`src/hw/rtl/plltw_pkg.sv`:
```
package plltw_pkg;

   localparam int N_DIV_BITS = 12;

   localparam int FREQ_W     = 22;
   localparam int BW_W       = 27;
   localparam int REF_W      = 26;
   localparam int DIVIDEND_W = 32;
   localparam int DIVISOR_W  = REF_W - 2;
   localparam int CMP_W      = (DIVIDEND_W > DIVISOR_W + N_DIV_BITS) ?
                               DIVIDEND_W : DIVISOR_W + N_DIV_BITS;
   localparam int MUL_W      = 27;
   localparam int PROD_W     = REF_W + MUL_W;
   localparam int BASE_W     = 10;
   localparam int MHZ_W      = 7;
   localparam int LATENCY    = N_DIV_BITS + 3;

   localparam logic FUNC_TUNE = 1'b0;
   localparam logic FUNC_BW   = 1'b1;

   localparam logic [REF_W-1:0]  REF_RESET   = 26'd16000000;
   localparam logic [FREQ_W-1:0] BAND_A_MAX  = 22'd1023000;
   localparam logic [FREQ_W-1:0] BAND_B_MAX  = 22'd1300000;
   localparam logic [FREQ_W-1:0] BAND_C_MAX  = 22'd2046000;
   localparam logic [9:0]        FREQ_SCALE  = 10'd1000;
   localparam logic [BW_W-2:0]   HALF_BW_MAX = 26'd36000000;
   localparam logic [BW_W-2:0]   HALF_BW_MIN = 26'd5000000;

   // x / 100000 == (x * MUL_100K) >> SHIFT_100K, exact for 26-bit x
   localparam logic [MUL_W-1:0] MUL_100K   = 27'd87960931;
   localparam int               SHIFT_100K = 43;
   // x / 1000000 == (x * MUL_1M) >> SHIFT_1M, exact for 26-bit x
   localparam logic [MUL_W-1:0] MUL_1M     = 27'd70368745;
   localparam int               SHIFT_1M   = 46;

   localparam logic [BASE_W-1:0] TARGET_DIV4   = 10'd40;
   localparam logic [BASE_W-1:0] TARGET_DIRECT = 10'd20;
   localparam logic [4:0]        K_OFFSET      = 5'd16;
   localparam logic [4:0]        FC_OFFSET     = 5'd5;
   localparam logic [4:0]        FC_MAX        = 5'd31;

   typedef struct packed {
      logic              func;
      logic [FREQ_W-1:0] freq_khz;
      logic [BW_W-1:0]   bandwidth_hz;
   } req_type;

   typedef struct packed {
      logic                  kind;
      logic                  div4_select;
      logic                  presc32_on;
      logic [1:0]            ref_div_code;
      logic [N_DIV_BITS-1:0] n_divider;
      logic                  n_overflow;
      logic [4:0]            k_code;
      logic [4:0]            filter_code;
   } rsp_type;

   typedef struct packed {
      logic       kind;
      logic       p;
      logic       presc;
      logic [1:0] rsel;
      logic       ovf;
      logic [4:0] kc;
      logic [4:0] fc;
   } meta_type;

endpackage

```
`src/hw/rtl/pll_tuning_word_calc.sv`:
```
// PLL tuning word calculator.
// Request channel: start with req_data; a request is taken at a clock edge with
// start high and busy low. func 0 asks for tune settings from freq_khz, func 1
// for the low-pass code from bandwidth_hz.
// Result channel: rsp_valid strobes for one cycle with rsp_data; the receiver
// must take it then, there is no back pressure.
// CSR: csr_we writes csr_wdata into the reference clock register. Write it only
// while no request is in flight.
// Pipeline: band and reciprocal multiplies, reference divider choice, divisor and
// overflow check, then one quotient bit per stage.
// Throughput: one request per cycle; busy is low whenever reset is low.
// Reset: synchronous, drops every request in flight and restores the
// reference clock register to 16 MHz.
module pll_tuning_word_calc (
   input  logic                              clock,
   input  logic                              reset,
   input  logic                              start,
   output logic                              busy,
   input  plltw_pkg::req_type                req_data,
   output logic                              rsp_valid,
   output plltw_pkg::rsp_type                rsp_data,
   input  logic                              csr_we,
   input  logic [plltw_pkg::REF_W-1:0]       csr_wdata
);

   localparam int ND = plltw_pkg::N_DIV_BITS;

   logic                               accept;
   logic [plltw_pkg::REF_W-1:0]        refclk_ff, refclk_in;

   // stage 1
   logic                               s1_valid_ff, s1_valid_in;
   plltw_pkg::req_type                 s1_req_ff, s1_req_in;
   logic                               s1_p_ff, s1_p_in;
   logic                               s1_presc_ff, s1_presc_in;
   logic [plltw_pkg::PROD_W-1:0]       s1_base_ff, s1_base_in;
   logic [plltw_pkg::PROD_W-1:0]       s1_mhz_ff, s1_mhz_in;
   logic [plltw_pkg::DIVIDEND_W-1:0]   s1_dvd_ff, s1_dvd_in;
   logic [plltw_pkg::REF_W-1:0]        mhz_operand;

   // stage 2
   logic                               s2_valid_ff, s2_valid_in;
   plltw_pkg::meta_type                s2_meta_ff, s2_meta_in;
   logic [plltw_pkg::DIVIDEND_W-1:0]   s2_dvd_ff, s2_dvd_in;

   // divider stages
   logic [ND-1:0]                      dv_valid_ff, dv_valid_in;
   plltw_pkg::meta_type                dv_meta_ff [ND];
   plltw_pkg::meta_type                dv_meta_in [ND];
   logic [plltw_pkg::DIVIDEND_W-1:0]   dv_rem_ff  [ND];
   logic [plltw_pkg::DIVIDEND_W-1:0]   dv_rem_in  [ND];
   logic [plltw_pkg::DIVISOR_W-1:0]    dv_div_ff  [ND];
   logic [plltw_pkg::DIVISOR_W-1:0]    dv_div_in  [ND];
   logic [ND-1:0]                      dv_quo_ff  [ND];
   logic [ND-1:0]                      dv_quo_in  [ND];

   logic                               rsp_valid_ff, rsp_valid_in;
   plltw_pkg::rsp_type                 rsp_data_ff, rsp_data_in;

   assign busy   = reset;
   assign accept = start & ~busy;

   assign refclk_in = csr_we ? csr_wdata : refclk_ff;

   // stage 1: band select and multiplies
   always_comb begin
      s1_valid_in = accept;
      s1_req_in   = req_data;
      s1_p_in     = 1'b0;
      s1_presc_in = 1'b0;
      if (req_data.func == plltw_pkg::FUNC_TUNE) begin
         if (req_data.freq_khz <= plltw_pkg::BAND_A_MAX) begin
            s1_p_in = 1'b1;
         end else if (req_data.freq_khz <= plltw_pkg::BAND_B_MAX) begin
            s1_p_in     = 1'b1;
            s1_presc_in = 1'b1;
         end else if (req_data.freq_khz > plltw_pkg::BAND_C_MAX) begin
            s1_presc_in = 1'b1;
         end
      end
      mhz_operand = (req_data.func == plltw_pkg::FUNC_BW) ?
                    req_data.bandwidth_hz[plltw_pkg::BW_W-1:1] : refclk_ff;
      s1_base_in  = plltw_pkg::PROD_W'(refclk_ff) * plltw_pkg::PROD_W'(plltw_pkg::MUL_100K);
      s1_mhz_in   = plltw_pkg::PROD_W'(mhz_operand) * plltw_pkg::PROD_W'(plltw_pkg::MUL_1M);
      s1_dvd_in   = plltw_pkg::DIVIDEND_W'(req_data.freq_khz)
                    * plltw_pkg::DIVIDEND_W'(plltw_pkg::FREQ_SCALE);
   end

   // stage 2: reference divider choice, K and filter codes
   always_comb begin
      logic [plltw_pkg::BASE_W-1:0] base;
      logic [plltw_pkg::BASE_W-1:0] target;
      logic [plltw_pkg::BASE_W-1:0] cand;
      logic [plltw_pkg::BASE_W-1:0] dst;
      logic [plltw_pkg::BASE_W-1:0] best;
      logic [1:0]                   rsel;
      logic [plltw_pkg::MHZ_W-1:0]  mhz;
      logic [plltw_pkg::BW_W-2:0]   half_bw;
      logic [4:0]                   fc;

      base    = s1_base_ff[plltw_pkg::SHIFT_100K +: plltw_pkg::BASE_W];
      mhz     = s1_mhz_ff[plltw_pkg::SHIFT_1M +: plltw_pkg::MHZ_W];
      target  = s1_p_ff ? plltw_pkg::TARGET_DIV4 : plltw_pkg::TARGET_DIRECT;
      best    = '0;
      rsel    = 2'd0;
      for (int r = 0; r < 4; r++) begin
         cand = base >> (r + 1);
         dst  = (cand > target) ? (cand - target) : (target - cand);
         if (r == 0 || dst < best) begin
            best = dst;
            rsel = 2'(r);
         end
      end
      half_bw = s1_req_ff.bandwidth_hz[plltw_pkg::BW_W-1:1];
      if (half_bw > plltw_pkg::HALF_BW_MAX) begin
         fc = plltw_pkg::FC_MAX;
      end else if (half_bw < plltw_pkg::HALF_BW_MIN) begin
         fc = '0;
      end else begin
         fc = mhz[4:0] - plltw_pkg::FC_OFFSET;
      end

      s2_valid_in      = s1_valid_ff;
      s2_dvd_in        = s1_dvd_ff;
      s2_meta_in.kind  = s1_req_ff.func;
      s2_meta_in.p     = s1_p_ff;
      s2_meta_in.presc = s1_presc_ff;
      s2_meta_in.ovf   = 1'b0;
      if (s1_req_ff.func == plltw_pkg::FUNC_TUNE) begin
         s2_meta_in.rsel = rsel;
         s2_meta_in.kc   = mhz[4:0] - plltw_pkg::K_OFFSET;
         s2_meta_in.fc   = '0;
      end else begin
         s2_meta_in.rsel = 2'd0;
         s2_meta_in.kc   = '0;
         s2_meta_in.fc   = fc;
      end
   end

   // stage 3: divisor and saturation check; then one quotient bit per stage
   always_comb begin
      logic [2:0]                       shift;
      logic [plltw_pkg::REF_W-1:0]      shifted_ref;
      logic [plltw_pkg::CMP_W-1:0]      limit;
      logic [plltw_pkg::CMP_W-1:0]      sub;
      logic [plltw_pkg::DIVIDEND_W-1:0] rem;
      logic [ND-1:0]                    quo;
      plltw_pkg::meta_type              meta;

      shift          = 3'(s2_meta_ff.rsel) + 3'(s2_meta_ff.p) + 3'd2;
      shifted_ref    = refclk_ff >> shift;
      dv_valid_in[0] = s2_valid_ff;
      dv_div_in[0]   = shifted_ref[plltw_pkg::DIVISOR_W-1:0];
      dv_rem_in[0]   = s2_dvd_ff;
      dv_quo_in[0]   = '0;
      limit          = plltw_pkg::CMP_W'({dv_div_in[0], {ND{1'b0}}});
      dv_meta_in[0]  = s2_meta_ff;
      dv_meta_in[0].ovf = (s2_meta_ff.kind == plltw_pkg::FUNC_TUNE) &&
                          (plltw_pkg::CMP_W'(s2_dvd_ff) >= limit);

      rsp_valid_in = 1'b0;
      rsp_data_in  = '0;
      for (int k = 0; k < ND; k++) begin
         sub  = plltw_pkg::CMP_W'(dv_div_ff[k]) << (ND - 1 - k);
         rem  = dv_rem_ff[k];
         quo  = dv_quo_ff[k];
         meta = dv_meta_ff[k];
         if (plltw_pkg::CMP_W'(rem) >= sub) begin
            rem = plltw_pkg::DIVIDEND_W'(plltw_pkg::CMP_W'(rem) - sub);
            quo[ND-1-k] = 1'b1;
         end
         if (k == ND - 1) begin
            rsp_valid_in             = dv_valid_ff[k];
            rsp_data_in.kind         = meta.kind;
            rsp_data_in.div4_select  = meta.p;
            rsp_data_in.presc32_on   = meta.presc;
            rsp_data_in.ref_div_code = meta.rsel;
            rsp_data_in.n_overflow   = meta.ovf;
            rsp_data_in.k_code       = meta.kc;
            rsp_data_in.filter_code  = meta.fc;
            if (meta.kind == plltw_pkg::FUNC_BW) begin
               rsp_data_in.n_divider = '0;
            end else if (meta.ovf) begin
               rsp_data_in.n_divider = '1;
            end else begin
               rsp_data_in.n_divider = quo;
            end
         end else begin
            dv_valid_in[k+1] = dv_valid_ff[k];
            dv_meta_in[k+1]  = meta;
            dv_rem_in[k+1]   = rem;
            dv_div_in[k+1]   = dv_div_ff[k];
            dv_quo_in[k+1]   = quo;
         end
      end
   end

   always_ff @(posedge clock) begin
      if (reset) begin
         refclk_ff    <= plltw_pkg::REF_RESET;
         s1_valid_ff  <= 1'b0;
         s2_valid_ff  <= 1'b0;
         dv_valid_ff  <= '0;
         rsp_valid_ff <= 1'b0;
      end else begin
         refclk_ff    <= refclk_in;
         s1_valid_ff  <= s1_valid_in;
         s2_valid_ff  <= s2_valid_in;
         dv_valid_ff  <= dv_valid_in;
         rsp_valid_ff <= rsp_valid_in;
      end
   end

   always_ff @(posedge clock) begin
      s1_req_ff   <= s1_req_in;
      s1_p_ff     <= s1_p_in;
      s1_presc_ff <= s1_presc_in;
      s1_base_ff  <= s1_base_in;
      s1_mhz_ff   <= s1_mhz_in;
      s1_dvd_ff   <= s1_dvd_in;
      s2_meta_ff  <= s2_meta_in;
      s2_dvd_ff   <= s2_dvd_in;
      dv_meta_ff  <= dv_meta_in;
      dv_rem_ff   <= dv_rem_in;
      dv_div_ff   <= dv_div_in;
      dv_quo_ff   <= dv_quo_in;
      rsp_data_ff <= rsp_data_in;
   end

   assign rsp_valid = rsp_valid_ff;
   assign rsp_data  = rsp_data_ff;

endmodule

```
`config.mk`:
```
export PLATFORM = sky130hd
export DESIGN_NAME = pll_tuning_word_calc
export DESIGN_NICKNAME = d
export VERILOG_FILES = /design/src/hw/rtl/plltw_pkg.sv /design/src/hw/rtl/pll_tuning_word_calc.sv
export SDC_FILE = /design/constraint.sdc
export NUM_CORES = 2
export LEC_CHECK = 0
export ABC_AREA = 1
export CORE_AREA = 2 2 329 331
export DETAILED_ROUTE_END_ITERATION = 16
export DIE_AREA = 0 0 331 333
export DONT_BUFFER_PORTS = 1
export PLACE_DENSITY = 0.8
export SETUP_SLACK_MARGIN = 0.3
export SLEW_MARGIN = 15
export SYNTH_ARGS = -nofsm -noshare
export SYNTH_HDL_FRONTEND = slang
export SYNTH_SLANG_ARGS = --single-unit
```
`constraint.sdc`:
```
create_clock -name clock -period 12.7 [get_ports clock]
set_input_delay 3.81 -clock clock [delete_from_list [all_inputs] [get_ports clock]]
set_output_delay 3.81 -clock clock [all_outputs]
set_load 0.03 [all_outputs]
```
Yosys cells after proc, flatten, opt, wreduce, memory -nomap -nowiden
Index checks and enable logic that the tools add are counted.
- bits in registers: 1203
- bits of input ports: 80
- output and inout port bits: 30
- logic and storage cells: 245
- $add $sub $neg: 23
- multipliers: 3
- $lt $le $gt $ge: 25
- shift operators: 1
- mux-type cells: 31
- bitwise logic cells: 3
- reduce and logical (&&, ||, !) cells: 2
- operators with widths (kind ; count):
    2-to-1 mux 32 bit ; 11
    subtractor 32 bit ; 4
    2-to-1 mux 10 bit ; 6
    multiplier 26 x 27 -> 53 bit (second input constant) ; 1
    multiplier 26 x 27 -> 51 bit (second input constant) ; 1
    >= comparator 32 x 36 -> 1 bit ; 1
    >= comparator 32 x 35 -> 1 bit ; 1
    >= comparator 32 x 34 -> 1 bit ; 1
    >= comparator 32 x 33 -> 1 bit ; 1
    >= comparator 32 x 24 -> 1 bit ; 1
    >= comparator 32 x 25 -> 1 bit ; 1
    >= comparator 32 x 26 -> 1 bit ; 1
    >= comparator 32 x 27 -> 1 bit ; 1
    >= comparator 32 x 28 -> 1 bit ; 1
    >= comparator 32 x 29 -> 1 bit ; 1
    >= comparator 32 x 30 -> 1 bit ; 1
    >= comparator 32 x 31 -> 1 bit ; 1
    >= comparator 32 bit ; 1
    subtractor 32 x 25 -> 32 bit ; 1
    subtractor 32 x 26 -> 32 bit ; 1
    subtractor 32 x 27 -> 32 bit ; 1
    subtractor 32 x 28 -> 32 bit ; 1
    subtractor 32 x 29 -> 32 bit ; 1
    subtractor 32 x 30 -> 32 bit ; 1
    34 further kinds ; 46

Depth between registers and ports, before layout
- word-level depth: 9
- mapped depth: 43

Worst setup path before layout
Ideal clock, no wire load.
- path kind: input-to-reg
- from: input req_data[49] (netlist name)
- to: register s1_mhz_ff[47] (netlist name)
- arrival time: 10.072 ns
- setup slack: 2.502 ns
- stages on the path: 26
- cells stage by stage: clkbuf_1 -> inv_1 -> clkbuf_1 -> or2_2 -> o21ai_0 -> inv_1 -> fa_1 -> fa_1 -> inv_1 -> fa_1 -> inv_1 -> fa_1 -> fa_1 -> inv_1 -> fa_1 -> inv_1 -> fa_1 -> ha_1 -> nand2_1 -> o21ai_0 -> nand3_1 -> o311ai_0 -> a2111o_1 -> a41oi_1 -> o21ai_0 -> xor2_1
- cells in the longest elaborated chain, start to end: 2
- ends and longest elaborated chain (element ; line ; RTL):
    start: declaration ; pll_tuning_word_calc.sv:19 ; input plltw_pkg::req_type req_data,
    2-to-1 mux 26 bit ; pll_tuning_word_calc.sv:81 ; mhz_operand = (req_data.func == plltw_pkg::FUNC_BW) ?
    multiplier 26 x 27 -> 51 bit ; pll_tuning_word_calc.sv:84 ; s1_mhz_in = plltw_pkg::PROD_W'(mhz_operand) * plltw_pkg::PROD_W'(plltw_pkg::MUL_1M);
    net s1_mhz_in, one bit ; pll_tuning_word_calc.sv:37 ; logic [plltw_pkg::PROD_W-1:0] s1_mhz_ff, s1_mhz_in;
    end signal: assignment ; pll_tuning_word_calc.sv:219 ; s1_mhz_ff <= s1_mhz_in;
    end: declaration ; pll_tuning_word_calc.sv:37 ;
The timed path passes the listed nets, and every way through them passes these cells.
A chain may end at the register's enable or synchronous reset.

Final worst setup path
- from: input req_data[49] (netlist name)
- to: register s1_mhz_ff[49] (netlist name)
Same word-level chain as after synthesis.

==> results.toml <==
[setup_path]
criticalPathCategory = "in -> reg"
cp-end-kind = "flop"
crit_arrival_ps = 10810
path_max_fanout = 41
crit_path_start_kind = "primary input"
required_ps = 13260

[timing]
finalCriticalPeriod_ps = 10250
relSlewSlack_pct = 17.18
post-route-period-util_pct = 80.71
skew_ps = 50.56
slew_violations = 0
max_freq_ghz = 0.09756
tightest_slew_ps = 1229
finalHoldViolCount = 0
final.setup.tns_ps = 0
finalSetupViolations = 0
rsz0062_at_grt = "no"

[logic_synthesis]
synth_edf_count = 0
netlist_top_cells_count = "inv_1 (1416), dfxtp_1 (1082), ha_1 (975)"
synthMostInstantiatedCell = "inv_1"
synth_compound_area_share_pct = 10.31
synth_cell_types = 73
synth_top_family_by_area = "adder cells"
synth_top_flop_cell = "dfxtp_1"
synth_area_mm2 = 0.06874
yosys.area_share.simple_pct = 10.06
yosysSeqAreaShare_pct = 31.51
synth_seq_cells = 1082
yosys.area_share.xor_xnor_pct = 4.141
synth_area_leaders = "dfxtp_1 (32%), ha_1 (18%), fa_1 (18%)"
synth_adder_area_share_pct = 35.25
syn_nets = 9056
synth_top_area_share_pct = 31.51
synth_mux_area_share_pct = 0.2621
syn_area_per_cell_um2 = 9.290
synth_cells = 7400
yosys.area.top_type = "dfxtp_1"
yosysWarnings = 0
async_reset_ff_share_pct = 0

[final_layout]
postLayoutCoreUtil_pct = 69.46
finalNetCount = 9098
drive_above_1_share_pct = 4.491
syn2layout_area_growth_pct = 7.721
final-seq-area_mm2 = 0.02166
n_fill_cell = 8114
multi_input_area_mm2 = 0.04132

[clock_tree]
cts_tree = "yes"
clk_path_buf_depth = 3
clock-root-buffer = "clkbuf_16"
clkSinkCount = 1082
clock_latency_ps = 710
cts_htree_levels = 3
clk_pin_slew_worst_paths_ps = 60
postCtsSetupBuffers = 0
cts_hold_buf = 0
post_cts_resized = 0
cts_buffers = 104

[hold_path]
worstHoldPathType = "reg -> reg"

[floorplan]
initial_core_util_pct = 64.49
die_w_um = 331
boundaryPins = 110
dieArea_mm2 = 0.1102
fp.coreArea_mm2 = 0.1066
die_y_um = 333
rows = 120

[grt]
antenna_found_initial = 5
grt_pass1_vias = 51190
grt_max_degree = 55
grt_pass1_wl_um = 266100
grt_usage_pct = 30.69
grt_overflow = 0

[route]
drt_iter0_markers = 3403
wirelength_um = 165600
drtAntennaViolNets = 0
routed_via_density = 5.559
drc = 0
drtPass1Iterations = 5
wire_per_inst_um = 18.53
routed-via-count = 49670

[placed_design]
hpwl_um = 135700
port_buffers = 0
place.gp.congestion = 0.9865

[status]
status = "finished, final reports clean"

[run]
maxCapViolCount = 0
## worst max-delay path, cell delays in order
cell and delay (ps):
inv_1 170, or2_2 360, o21ai_0 320, inv_1 380, fa_1 660, inv_1 70, fa_1 520, fa_1 580
fa_1 550, fa_1 540, inv_1 60, fa_1 520, fa_1 530, ha_1 360, nand2_1 120, nor2_1 70
nand3_1 80, nor2_1 70, a2111oi_0 500, o21ai_0 140, a21oi_1 150, nand2_1 80, xor2_1 140
## final timing paths
check	slack (ps)	end	start	cells past startpoint
worst max register to register	5070	s1_mhz_ff[49]	refclk_ff[14]	21
worst min register to register	290	s2_dvd_ff[17]	s1_dvd_ff[17]	0
worst min-delay path	290	s2_dvd_ff[17]	s1_dvd_ff[17]	0
worst max-delay path	2450	s1_mhz_ff[49]	req_data[49]	23
## per-stage QoR
step / instances / instance area [um^2] / hold slack (ps) / setup slack, ps
global route: 8933 / 74040 / 291.1 / 2060
finish: 8936 / 74050 / 293.2 / 2450
CTS: 8929 / 74010 / 279.6 / 2579
global placement: 8738 / 70260 / 309.6 / 1888
detailed placement: 8738 / 70260 / 312.1 / 1875
floorplan: 7400 / 68740 / 309.6 / 2502
## layout by cell type (no fill, tap or decap), types with 105 or more instances in the layout
cell type  count
a21oi_1      598
clkbuf_16    105
dfxtp_1     1082
fa_1         601
ha_1         975
inv_1       1416
nand2_1      847
nand3_1      123
nor2_1       444
o21ai_0      319
xnor2_1      157
xor2_1       168
## registers in the layout, summed over array words and instances, names as in the netlist
register / cells
s1_dvd_ff: 29
dv_div_ff: 288
s1_req_ff: 27
s2_dvd_ff: 29
dv_meta_ff: 192
s1_mhz_ff: 5
dv_meta_in: 15
refclk_ff: 26
s1_presc_ff: 1
dv_quo_ff: 66
dv_rem_ff: 351
dv_valid_ff: 12
s2_valid_ff: 1
rsp_valid: 1
s1_valid_ff: 1
rsp_data: 28
s1_p_ff: 1
s1_base_ff: 9
## cells by family (layout without fill, tap and decap cells)
logic type | after synthesis | after routing
AND/OR/NAND/NOR | 1646 | 1646
adder cells (fa/ha/maj) | 1576 | 1576
buffers and inverters | 1510 | 1637
AO/OA/AOI/OAI | 1243 | 1243
flip-flops | 1082 | 1082
XOR/XNOR | 325 | 325
multiplexers | 18 | 18
other | 0 | 6
## area by class of cell
cell class / count / area share (%)
Timing Repair Buffer: 24 / 0.2703
Multi-Input combinational cell: 4808 / 55.80
Antenna cell: 6 / 0.02028
Clock inverter: 59 / 1.176
Inverter: 1422 / 7.222
Tap cell: 1403 / 2.371
Clock buffer: 132 / 3.888
Sequential cell: 1082 / 29.25
## layer usage
layer  global-route usage (%)  wire length [um]
met1                    38.74             67580
met2                    51.43             78870
met3                    5.630             11360
met4                    13.19              7785
met5                        0                 0
Power is left out: the tool's default activity adds up to more than one toggle a clock period on the data nets, which glitch-free logic cannot reach.
